[src/rsft_pkg.sv]
package rsft_pkg;

   // frame length and field layout
   localparam int unsigned FRAME_BITS = 21;
   localparam int unsigned NET_BITS   = 12;
   localparam int unsigned BIT_POS_W  = 5;
   localparam int unsigned UNIT_CNT_W = 4;
   localparam int unsigned REPEAT_W   = 4;
   localparam int unsigned TPU_W      = 16;

   // register reset values
   localparam logic [TPU_W-1:0]    TICKS_PER_UNIT_RESET = 16'd670;
   localparam logic [REPEAT_W-1:0] REPEAT_COUNT_RESET   = 4'd10;

   // register indexes
   localparam logic REG_TICKS_PER_UNIT = 1'b0;
   localparam logic REG_REPEAT_COUNT   = 1'b1;

   // segment lengths in units
   localparam logic [UNIT_CNT_W-1:0] SYNC_LO_UNITS  = 4'd2;
   localparam logic [UNIT_CNT_W-1:0] SYNC_HI_UNITS  = 4'd2;
   localparam logic [UNIT_CNT_W-1:0] SYNC_GAP_UNITS = 4'd10;
   localparam logic [UNIT_CNT_W-1:0] LONG_UNITS     = 4'd2;
   localparam logic [UNIT_CNT_W-1:0] SHORT_UNITS    = 4'd1;
   localparam logic [UNIT_CNT_W-1:0] TAIL_UNITS     = 4'd5;

   // item kinds on req_tuser
   localparam logic CMD_TICK = 1'b0;
   localparam logic CMD_SEND = 1'b1;

   // segment phase, one-hot
   typedef enum logic [6:0] {
      PH_IDLE     = 7'b0000001,
      PH_SYNC_LO  = 7'b0000010,
      PH_SYNC_HI  = 7'b0000100,
      PH_SYNC_GAP = 7'b0001000,
      PH_BIT_LO   = 7'b0010000,
      PH_BIT_HI   = 7'b0100000,
      PH_TAIL     = 7'b1000000
   } phase_type;

   // one result item
   typedef struct packed {
      logic done_res;
      logic busy_res;
      logic line_level;
   } result_type;

endpackage

[src/rf_switch_frame_transmitter_top.sv]
// Pulse-width remote switch transmitter. A send transaction (req_tuser = 1) taken while idle
// builds a 21-bit frame (start bit, network, address, flags, check) and starts a
// transmission; a send while busy is ignored. Each tick transaction (req_tuser = 0) advances
// time by one tick: each repeat sends a sync of low 2, high 2, low 10 units and then the frame
// MSB first (one: low 2, high 1; zero: low 1, high 2), and the line then stays low 5 units.
// One unit is ticks_per_unit ticks (0 acts as 1). Every request yields exactly one response
// with the line level of that tick and a busy flag; rsp_tlast marks the last tail tick.
// Rate: one transaction per clock cycle while req_tready is high; the response is registered,
// and the state update is a single pass through the tick and unit counters. A skid
// entry behind the output register takes one more request while a response waits, after
// which req_tready stays low until the waiting response is taken.
module rf_switch_frame_transmitter_top #(
   parameter int unsigned TICK_COUNT_WIDTH = 16
) (
   input  logic        clock,
   input  logic        reset,
   // request stream
   input  logic        req_tvalid,
   output logic        req_tready,
   // tdata: network_id[11:0], button_address[13:12], broadcast_flag[14],
   //        onoff_flag[15], dimmer_flag[16], zero fill [23:17]
   input  logic [23:0] req_tdata,
   // tuser: command (0 tick, 1 send)
   input  logic        req_tuser,
   // response stream
   output logic        rsp_tvalid,
   input  logic        rsp_tready,
   // tdata: line_level[0], busy_res[1], zero fill [7:2]
   output logic [7:0]  rsp_tdata,
   // tlast: done_res, last tick of the trailing low period
   output logic        rsp_tlast,
   // configuration port
   input  logic        csr_psel,
   input  logic        csr_penable,
   input  logic        csr_pwrite,
   input  logic [2:0]  csr_paddr,
   input  logic [31:0] csr_pwdata,
   output logic [31:0] csr_prdata,
   output logic        csr_pready
);

   localparam int unsigned TW = TICK_COUNT_WIDTH;

   // configuration registers
   logic [rsft_pkg::TPU_W-1:0]    ticks_per_unit_ff;
   logic [rsft_pkg::REPEAT_W-1:0] repeat_count_ff;
   logic                          csr_write;

   assign csr_pready = 1'b1;
   assign csr_write  = csr_psel && csr_penable && csr_pwrite;

   always_ff @(posedge clock) begin
      if (reset) begin
         ticks_per_unit_ff <= rsft_pkg::TICKS_PER_UNIT_RESET;
         repeat_count_ff   <= rsft_pkg::REPEAT_COUNT_RESET;
      end else if (csr_write) begin
         case (csr_paddr[2])
            rsft_pkg::REG_TICKS_PER_UNIT: ticks_per_unit_ff <= csr_pwdata[15:0];
            rsft_pkg::REG_REPEAT_COUNT:   repeat_count_ff   <= csr_pwdata[3:0];
            default: ;
         endcase
      end
   end

   // register read
   always_comb begin
      case (csr_paddr[2])
         rsft_pkg::REG_TICKS_PER_UNIT: csr_prdata = {16'd0, ticks_per_unit_ff};
         rsft_pkg::REG_REPEAT_COUNT:   csr_prdata = {28'd0, repeat_count_ff};
         default:                      csr_prdata = '0;
      endcase
   end

   // transmitter state
   logic [rsft_pkg::FRAME_BITS-1:0] frame_word_ff, frame_word_in;
   logic [rsft_pkg::REPEAT_W-1:0]   repeat_counter_ff, repeat_counter_in;
   logic [rsft_pkg::BIT_POS_W-1:0]  bit_position_ff, bit_position_in;
   rsft_pkg::phase_type             phase_ff, phase_in;
   logic [rsft_pkg::UNIT_CNT_W-1:0] unit_counter_ff, unit_counter_in;
   logic [TW-1:0]                   tick_counter_ff, tick_counter_in;

   // output buffer: main register plus skid entry
   logic                 out_valid_ff, out_valid_in;
   rsft_pkg::result_type out_data_ff, out_data_in;
   logic                 skid_valid_ff, skid_valid_in;
   rsft_pkg::result_type skid_data_ff, skid_data_in;

   logic push, pop;
   assign req_tready = !skid_valid_ff;
   assign push       = req_tvalid && req_tready;
   assign pop        = rsp_tvalid && rsp_tready;

   // request fields
   logic [rsft_pkg::NET_BITS-1:0] net_id;
   logic [1:0]                    adr;
   logic                          bc, onf, dim;
   logic [1:0]                    chk;
   assign net_id = req_tdata[11:0];
   assign adr    = req_tdata[13:12];
   assign bc     = req_tdata[14];
   assign onf    = req_tdata[15];
   assign dim    = req_tdata[16];
   assign chk    = adr ^ {bc, onf} ^ {dim, 1'b0};

   // unit length, zero acts as one
   logic [TW-1:0] tpu_w, unit_len, tick_next;
   logic          unit_end;
   assign tpu_w     = TW'(ticks_per_unit_ff);
   assign unit_len  = (tpu_w == '0) ? TW'(1) : tpu_w;
   assign tick_next = tick_counter_ff + TW'(1);
   assign unit_end  = (tick_next >= unit_len) || (tick_next == '0);

   // current bit and segment length
   logic                            cur_bit, active, level;
   logic [rsft_pkg::UNIT_CNT_W-1:0] seg_units, unit_next;
   assign cur_bit   = frame_word_ff[bit_position_ff];
   assign active    = (phase_ff != rsft_pkg::PH_IDLE);
   assign level     = (phase_ff == rsft_pkg::PH_SYNC_HI) || (phase_ff == rsft_pkg::PH_BIT_HI);
   assign unit_next = unit_counter_ff + 4'd1;

   always_comb begin
      case (phase_ff)
         rsft_pkg::PH_SYNC_LO:  seg_units = rsft_pkg::SYNC_LO_UNITS;
         rsft_pkg::PH_SYNC_HI:  seg_units = rsft_pkg::SYNC_HI_UNITS;
         rsft_pkg::PH_SYNC_GAP: seg_units = rsft_pkg::SYNC_GAP_UNITS;
         rsft_pkg::PH_BIT_LO:
            seg_units = cur_bit ? rsft_pkg::LONG_UNITS : rsft_pkg::SHORT_UNITS;
         rsft_pkg::PH_BIT_HI:
            seg_units = cur_bit ? rsft_pkg::SHORT_UNITS : rsft_pkg::LONG_UNITS;
         rsft_pkg::PH_TAIL:     seg_units = rsft_pkg::TAIL_UNITS;
         default:               seg_units = rsft_pkg::SHORT_UNITS;
      endcase
   end

   // next state and result of the accepted transaction
   rsft_pkg::result_type res;

   always_comb begin
      frame_word_in     = frame_word_ff;
      repeat_counter_in = repeat_counter_ff;
      bit_position_in   = bit_position_ff;
      phase_in          = phase_ff;
      unit_counter_in   = unit_counter_ff;
      tick_counter_in   = tick_counter_ff;
      res.line_level    = 1'b0;
      res.busy_res      = 1'b0;
      res.done_res      = 1'b0;

      if (req_tuser == rsft_pkg::CMD_SEND) begin
         res.busy_res = 1'b1;
         res.line_level = level;
         if (!active) begin
            // load a new frame
            frame_word_in     = {1'b1, net_id, adr, bc, onf, dim, 1'b0, chk};
            repeat_counter_in = repeat_count_ff;
            bit_position_in   = '0;
            unit_counter_in   = '0;
            tick_counter_in   = '0;
            res.line_level    = 1'b0;
            phase_in = (repeat_count_ff != '0) ? rsft_pkg::PH_SYNC_LO : rsft_pkg::PH_TAIL;
         end
      end else if (active) begin
         res.busy_res   = 1'b1;
         res.line_level = level;
         tick_counter_in = tick_next;
         if (unit_end) begin
            tick_counter_in = '0;
            unit_counter_in = unit_next;
            if (unit_next >= seg_units) begin
               unit_counter_in = '0;
               // segment sequencing
               case (phase_ff)
                  rsft_pkg::PH_SYNC_LO:  phase_in = rsft_pkg::PH_SYNC_HI;
                  rsft_pkg::PH_SYNC_HI:  phase_in = rsft_pkg::PH_SYNC_GAP;
                  rsft_pkg::PH_SYNC_GAP: begin
                     phase_in        = rsft_pkg::PH_BIT_LO;
                     bit_position_in = rsft_pkg::BIT_POS_W'(rsft_pkg::FRAME_BITS - 1);
                  end
                  rsft_pkg::PH_BIT_LO:   phase_in = rsft_pkg::PH_BIT_HI;
                  rsft_pkg::PH_BIT_HI: begin
                     if (bit_position_ff != '0) begin
                        bit_position_in = bit_position_ff - 5'd1;
                        phase_in        = rsft_pkg::PH_BIT_LO;
                     end else begin
                        repeat_counter_in = repeat_counter_ff - 4'd1;
                        phase_in = (repeat_counter_ff != 4'd1) ? rsft_pkg::PH_SYNC_LO
                                                                : rsft_pkg::PH_TAIL;
                     end
                  end
                  default: begin
                     // end of tail, back to idle
                     res.done_res      = 1'b1;
                     phase_in          = rsft_pkg::PH_IDLE;
                     bit_position_in   = '0;
                     repeat_counter_in = '0;
                  end
               endcase
            end
         end
      end
   end

   always_ff @(posedge clock) begin
      if (reset) begin
         frame_word_ff     <= '0;
         repeat_counter_ff <= '0;
         bit_position_ff   <= '0;
         phase_ff          <= rsft_pkg::PH_IDLE;
         unit_counter_ff   <= '0;
         tick_counter_ff   <= '0;
      end else if (push) begin
         frame_word_ff     <= frame_word_in;
         repeat_counter_ff <= repeat_counter_in;
         bit_position_ff   <= bit_position_in;
         phase_ff          <= phase_in;
         unit_counter_ff   <= unit_counter_in;
         tick_counter_ff   <= tick_counter_in;
      end
   end

   // output buffer control
   always_comb begin
      out_valid_in  = out_valid_ff;
      out_data_in   = out_data_ff;
      skid_valid_in = skid_valid_ff;
      skid_data_in  = skid_data_ff;
      if (skid_valid_ff) begin
         if (pop) begin
            out_data_in   = skid_data_ff;
            skid_valid_in = 1'b0;
         end
      end else if (push) begin
         if (!out_valid_ff || pop) begin
            out_valid_in = 1'b1;
            out_data_in  = res;
         end else begin
            skid_valid_in = 1'b1;
            skid_data_in  = res;
         end
      end else if (pop) begin
         out_valid_in = 1'b0;
      end
   end

   always_ff @(posedge clock) begin
      if (reset) begin
         out_valid_ff  <= 1'b0;
         skid_valid_ff <= 1'b0;
      end else begin
         out_valid_ff  <= out_valid_in;
         skid_valid_ff <= skid_valid_in;
      end
      out_data_ff  <= out_data_in;
      skid_data_ff <= skid_data_in;
   end

   assign rsp_tvalid = out_valid_ff;
   assign rsp_tdata  = {6'd0, out_data_ff.busy_res, out_data_ff.line_level};
   assign rsp_tlast  = out_data_ff.done_res;

   // checks
   a_skid_needs_out: assert property (@(posedge clock) disable iff (reset)
      skid_valid_ff |-> out_valid_ff)
      else $error("skid entry held while output register empty");

   a_high_is_busy: assert property (@(posedge clock) disable iff (reset)
      (rsp_tvalid && rsp_tdata[0]) |-> rsp_tdata[1])
      else $error("line high on a response that is not busy");

   a_done_low: assert property (@(posedge clock) disable iff (reset)
      (rsp_tvalid && rsp_tlast) |-> (rsp_tdata[1] && !rsp_tdata[0]))
      else $error("done response must be busy with line low");

   a_idle_clear: assert property (@(posedge clock) disable iff (reset)
      (phase_ff == rsft_pkg::PH_IDLE) |-> (tick_counter_ff == '0 && unit_counter_ff == '0))
      else $error("counters not cleared while idle");

   a_bit_range: assert property (@(posedge clock) disable iff (reset)
      bit_position_ff < rsft_pkg::BIT_POS_W'(rsft_pkg::FRAME_BITS))
      else $error("bit position past end of frame");

endmodule

[config.mk]
export PLATFORM = sky130hd
export DESIGN_NAME = rf_switch_frame_transmitter_top
export DESIGN_NICKNAME = d
export VERILOG_FILES = /design/src/rsft_pkg.sv /design/src/rf_switch_frame_transmitter_top.sv
export SDC_FILE = /design/constraint.sdc
export NUM_CORES = 1
export LEC_CHECK = 0
export BUFFER_PORTS_ARGS = -buffer_cell sky130_fd_sc_hd__buf_2
export CORE_MARGIN = 1.5
export CORE_UTILIZATION = 45
export CTS_BUF_LIST = sky130_fd_sc_hd__clkbuf_8
export CTS_CLUSTER_DIAMETER = 30
export DETAILED_ROUTE_END_ITERATION = 8
export PLACE_DENSITY = 0.65
export SYNTH_ARGS = -nofsm -noshare
export SYNTH_HDL_FRONTEND = slang
export SYNTH_SLANG_ARGS = --single-unit
[constraint.sdc]
create_clock -name clock -period 8.4 [get_ports clock]
set_clock_uncertainty 0.05 [all_clocks]
set_input_delay 0.42 -clock clock [delete_from_list [all_inputs] [get_ports clock]]
set_output_delay 0.42 -clock clock [all_outputs]
set_load 0.1 [all_outputs]
* Word-level counts from Yosys, hierarchy flattened
Index checks and enable logic that the tools add are counted.
** Cells by class
- $lt $le $gt $ge :: 3
- Bitwise operators :: 6
- Muxes and demuxes :: 57
- Add/subtract/negate cells :: 4
- Reductions and logical operators :: 34
- Eq/ne operators :: 15
** Operator list (number)
- 16-bit 2-to-1 mux :: 5
- 32-bit case mux with 2 select lines :: 1
- 7-bit 2-to-1 mux :: 8
- 4-bit 2-to-1 mux :: 11
- 7-bit case mux with 5 select lines :: 1
- 16-bit zero test :: 2
- 5-bit 2-to-1 mux :: 6
- 4-bit case mux with 5 select lines :: 1
- 16-bit by 1-bit adder with 16-bit output (second input constant) :: 1
- 16-bit >= comparator :: 1
- 3-bit 2-to-1 mux :: 5
- 5-bit case mux with 3 select lines :: 1
- 3-bit AND reduction :: 5
- 7-bit AND reduction :: 2
- 1-bit 2-to-1 mux :: 13
- 2-bit nonzero test :: 6
- 2-bit by 1-bit != test with 1-bit output (second input constant) :: 4
- 4-bit case mux with 2 select lines :: 1
- 7-bit by 2-bit equality test with 1-bit output (second input constant) :: 1
- 7-bit by 3-bit equality test with 1-bit output (second input constant) :: 1
- 7-bit by 4-bit equality test with 1-bit output (second input constant) :: 1
- 7-bit by 5-bit equality test with 1-bit output (second input constant) :: 1
- 7-bit by 6-bit equality test with 1-bit output (second input constant) :: 1
- 7-bit equality test (second input constant) :: 1
- other kinds (26) :: 39
** Word-level totals
- Input bits :: 67
- Flip-flop bits (word level) :: 84
- Output and inout port bits :: 44
- Logic and storage cells :: 135

* Depth between registers and ports, before layout
- Depth after elaboration :: 12
- Gate-level depth with buffers :: 18
- Depth with buffers taken out :: 16

* Worst setup path before layout
Ideal clock, no wire load.
- Path kind :: reg-to-reg
- Start :: register bit_position_ff[0] (netlist bit)
- End :: register phase_ff[1]
- Buffers on the path :: 2
- Library setup time :: 0.128 ns
- Data required time :: 8.222 ns
- Period minus slack after synthesis :: 4.135 ns
- Arrival :: 3.957 ns
- Path slack :: 4.265 ns
- Stages on the path, launching flop included :: 16
- Cell sequence :: dfxtp_1 clkbuf_1 mux4_2 mux4_2 o21ai_0 nor2_1 a221o_1 ha_1 nand2b_1 a2111oi_0 a21oi_1 o21ai_1 o21bai_1 buf_2 mux2i_1 nor2_1
** On the way
- Word-level cells in the longest chain between the ends :: 7
- Elaborated cells between the ends (all ways) :: 15
- Those cells by class :: order compare (1); mux (11); reduce/logical (3)
** Ends and longest elaborated chain
- start, declared :: RTL line rf_switch_frame_transmitter_top.sv:77 : logic [rsft_pkg::BIT_POS_W-1:0] bit_position_ff, bit_position_in;
- start signal, assigned :: RTL line rf_switch_frame_transmitter_top.sv:214 : bit_position_ff <= bit_position_in;
- 1-bit binary-select mux with 5-bit select / 5-bit nonzero test (equally long branches) :: RTL line rf_switch_frame_transmitter_top.sv:116, rf_switch_frame_transmitter_top.sv:181
- 1-bit 2-to-1 mux (not written as such) / 7-bit 2-to-1 mux (equally long branches) :: RTL line rf_switch_frame_transmitter_top.sv:116, rf_switch_frame_transmitter_top.sv:181
- 2-bit 2-to-1 mux, or another cell as far along :: RTL line rf_switch_frame_transmitter_top.sv:129 : seg_units = cur_bit ? rsft_pkg::SHORT_UNITS : rsft_pkg::LONG_UNITS;
- 4-bit case mux with 5 select lines / 7-bit 2-to-1 mux (equally long branches) :: RTL line rf_switch_frame_transmitter_top.sv:122, rf_switch_frame_transmitter_top.sv:169
- 4-bit >= comparator / 7-bit 2-to-1 mux (equally long branches) :: RTL line rf_switch_frame_transmitter_top.sv:169, rf_switch_frame_transmitter_top.sv:166
- 2-bit nonzero test (no source line) / 7-bit 2-to-1 mux (equally long branches)
- 5-bit AND reduction (no source line) / 7-bit 2-to-1 mux (equally long branches)
- end signal, assigned :: RTL line rf_switch_frame_transmitter_top.sv:208 : phase_ff <= rsft_pkg::PH_IDLE;
- end signal, assigned :: RTL line rf_switch_frame_transmitter_top.sv:215 : phase_ff <= phase_in;
- end, declared :: RTL line rf_switch_frame_transmitter_top.sv:78 : rsft_pkg::phase_type phase_ff, phase_in;
Several ways; a longest one is shown, not always the timed one. The select of a mux whose other input is x is not followed.
A chain may end at the register's enable or synchronous reset.

* Worst setup path in the final report
- Start :: register bit_position_ff[0] (netlist bit)
- End :: register phase_ff[4]
Same word-level chain as after synthesis.

==> results.tsv <==
stage	metric	value	unit
floorplan	dieArea	12320	sq um
setup_path	start_kind	flip-flop	
detailed_routing	dr.pass1.iters	5	
final_layout	area_growth	8.872	%
global_route	grt_max_degree	71	
timing	rsz0062_at_grt	no	
clocking	hold_buffers	0	
synth	syn_area	5246	sq um
detailed_routing	wl_per_cell	14.56	um
timing	finalCriticalPeriod	4.708	ns
setup_path	cp.arrival	4.92	ns
synth	yosysUniqueCellTypes	68	
floorplan	fp-row-count	39	
place	gp_congestion	0.8802	
power_and_ir_drop	p_per_area	168.6	nW/um^2
min_path	hold_class	in -> reg	
power_and_ir_drop	combPwrFrac	18.5	%
detailed_routing	drt_iter0_drc	285	
power_and_ir_drop	pwr-share-seq	44.2	%
synth	synth-edff-count	6	
clocking	htree_levels	3	
global_route	grtUsageMet1	29.31	%
clocking	clockRootBuffer	clkbuf_8	
final_layout	layout.nets	791	
timing	maxSlewHeadroom	41.12	%
detailed_routing	avgViaCountPerCell	5.581	
power_and_ir_drop	p_sw	309.6	uW
place	dp.cells	826	
synth	ys_ff_latch	84	
global_route	antenna_found_initial	0	
min_path	hold_path_depth	2	
final_layout	stdcell_area	5712	sq um
synth	yosysWarnings	0	
setup_path	r2r_slack	3.69	ns
detailed_routing	drt.antenna.violating_nets	0	
clocking	cts-buffers-inserted	9	
timing	fin_hold_ws	0.2086	ns
global_route	grt_pass1_wl	21110	um
setup_path	cp_max_fo	11	
timing	fin_crit_sh	56.04	%
floorplan	die_y	111.0	um
clocking	cts_resized	0	
global_route	grt_pass1_vias	4385	
detailed_routing	routed_wl	12260	um
global_route	grt_overflow	0	
setup_path	ff2ff_path_depth	13	
synth	yosys.area.top_type	dfxtp_1	
final_layout	n_antenna_cell	0	
global_route	top_usage_layer	met2	
clocking	clock_latency	0.36	ns
detailed_routing	vias	4699	
synth	yosysMostFrequentCell	nand2_1	
final_layout	fin_cells	842	
floorplan	core	11370	sq um
timing	setup-violations-final	0	
final_layout	post-route-util	50.24	%
detailed_routing	drc	0	
timing	finalSetupTns	0	ns
clocking	cts.path.max_buffers	2	
flow_run	max-cap-violations	0	
final_layout	drive_gt1_share	14.16	%
synth	synth_ff_type	dfxtp_1	
timing	drv_slew	0	
power_and_ir_drop	peakVddDrop	91.98	uV
place	place_area	5465	sq um
setup_path	path_class	reg -> reg	
floorplan	start_util	46.14	%
power_and_ir_drop	p_leak	0.002340	uW
setup_path	cp.required	8.61	ns
place	place_hpwl	8862	um
timing	hold_viol_final	0	
synth	synth_top_area_share	29.76	%
floorplan	die_w	111.0	um
power_and_ir_drop	swShare	32.16	%
clocking	post_cts_buffers	0	
clocking	clkSinkCount	84	
place	io_buffers	62	
power_and_ir_drop	p_int	653.3	uW
synth	async_flop_share	0	%
synth	synth.area.top_cells	dfxtp_1 (30%), nand2_1 (7.9%), ha_1 (7.2%)	
synth	synth_seq_area_share	33.20	%
timing	fmax	212.4	MHz
synth	ys_top_cells_by_count	nand2_1 (110), dfxtp_1 (78), a21oi_1 (56)	
floorplan	io_pins	111	
synth	syn-instance-count	662	
global_route	use_met2	31.60	%
global_route	met3_usage	2.843	%
clocking	clk_pin_slew	0.08	ns
global_route	grtUsageTotal	20.56	%
power_and_ir_drop	pwr-share-clk	37.3	%
status	status	complete, no violations	
synth	synth_area_per_cell	7.925	sq um
setup_path	end_kind	flip-flop	
clocking	tritoncts	built	
timing	worst_slew_pin_slew	0.8813	ns
## logic make-up (layout without fill, tap and decap cells)
| family | count (synthesis) | count (layout) | synth area share (%) |
|---|---|---|---|
| AND/OR/NAND/NOR | 266 | 266 | 24.28 |
| AO/OA/AOI/OAI | 140 | 140 | 16.65 |
| buffers and inverters | 96 | 112 | 9.372 |
| flip-flops | 84 | 84 | 33.20 |
| adder cells (fa/ha/maj) | 30 | 30 | 7.155 |
| XOR/XNOR | 23 | 23 | 3.840 |
| multiplexers | 21 | 21 | 5.366 |
| other | 2 | 23 | 0.1431 |
## critical path: stages, from the launching register on
cell	delay [ns]
dfxtp_1	0.54
mux4_2	0.56
mux4_2	0.46
o21ai_0	0.36
nor2_1	0.10
a221o_1	0.30
ha_1	0.27
nand2b_1	0.13
a2111oi_0	0.41
a21oi_1	0.16
o21ai_1	0.43
o21bai_1	0.48
a211oi_1	0.10
a211oi_1	0.27
## power by group through the flow
stage | clock network (uW) | logic (uW) | registers (uW)
detailed placement | 0 | 178 | 435
global route | 386 | 191 | 428
global placement | 0 | 175 | 434
finish | 359 | 178 | 426
floorplan | 0 | 142 | 444
CTS | 367 | 178 | 426
## metrics by stage
step | setup WS [ns] | power (uW)
2_1_floorplan | 4.265 | 585.9
3_3_place_gp | 3.753 | 609.0
3_5_place_dp | 3.646 | 613.3
4_1_cts | 3.626 | 971.0
5_1_grt | 3.288 | 1005
6_report | 3.692 | 962.9
## registers in the layout, summed over array words and instances, names as in the netlist
register           flops
frame_word_ff         20
rsp_tvalid             1
unit_counter_ff        4
repeat_counter_ff      4
ticks_per_unit_ff     16
bit_position_ff        5
skid_data_ff           3
skid_valid_ff          1
phase_ff               7
rsp_tdata              2
tick_counter_ff       16
repeat_count_ff        4
rsp_tlast              1
## layout make-up
class,instances,area [sq um]
clock buffer,9,123.9
clock inverter,7,122.6
fill,1108,5658
inverter,30,112.6
multi-input combinational,503,3092
sequential,84,1742
tap,143,178.9
timing repair buffer,66,340.3
## metal layers
layer  part of all wire (%)  routed length, um  vias up
met5                      0                  0        -
met4                    1.8                225        0
met3                    4.4                539       18
met2                     45               5507      138
met1                     49               5989     2199
li1                       -                  -     2344
## worst paths after layout
kind / startpoint / to
max: bit_position_ff[0]$_SDFFE_PP0P_ / phase_ff[4]$_SDFFE_PP0P_
min: rsp_tready / skid_valid_ff$_SDFF_PP0_
max reg2reg: bit_position_ff[0]$_SDFFE_PP0P_ / phase_ff[4]$_SDFFE_PP0P_
min reg2reg: frame_word_ff[8]$_SDFFE_PP0P_ / frame_word_ff[8]$_SDFFE_PP0P_
## cells in the final DEF, fill, tap and decap left out, types with 11 or more instances in the layout
cell type / synthesis / routed
a21oi_1: 56 / 56
buf_2: 9 / 62
conb_1: 2 / 23
dfxtp_1: 78 / 78
ha_1: 30 / 30
inv_1: 29 / 29
mux2i_1: 12 / 12
nand2_1: 110 / 110
nand3_1: 30 / 30
nor2_1: 45 / 45
nor3_1: 15 / 15
nor4_1: 11 / 11
o21ai_0: 26 / 26
xnor2_1: 16 / 16
(Power assumes the default switching activity.)
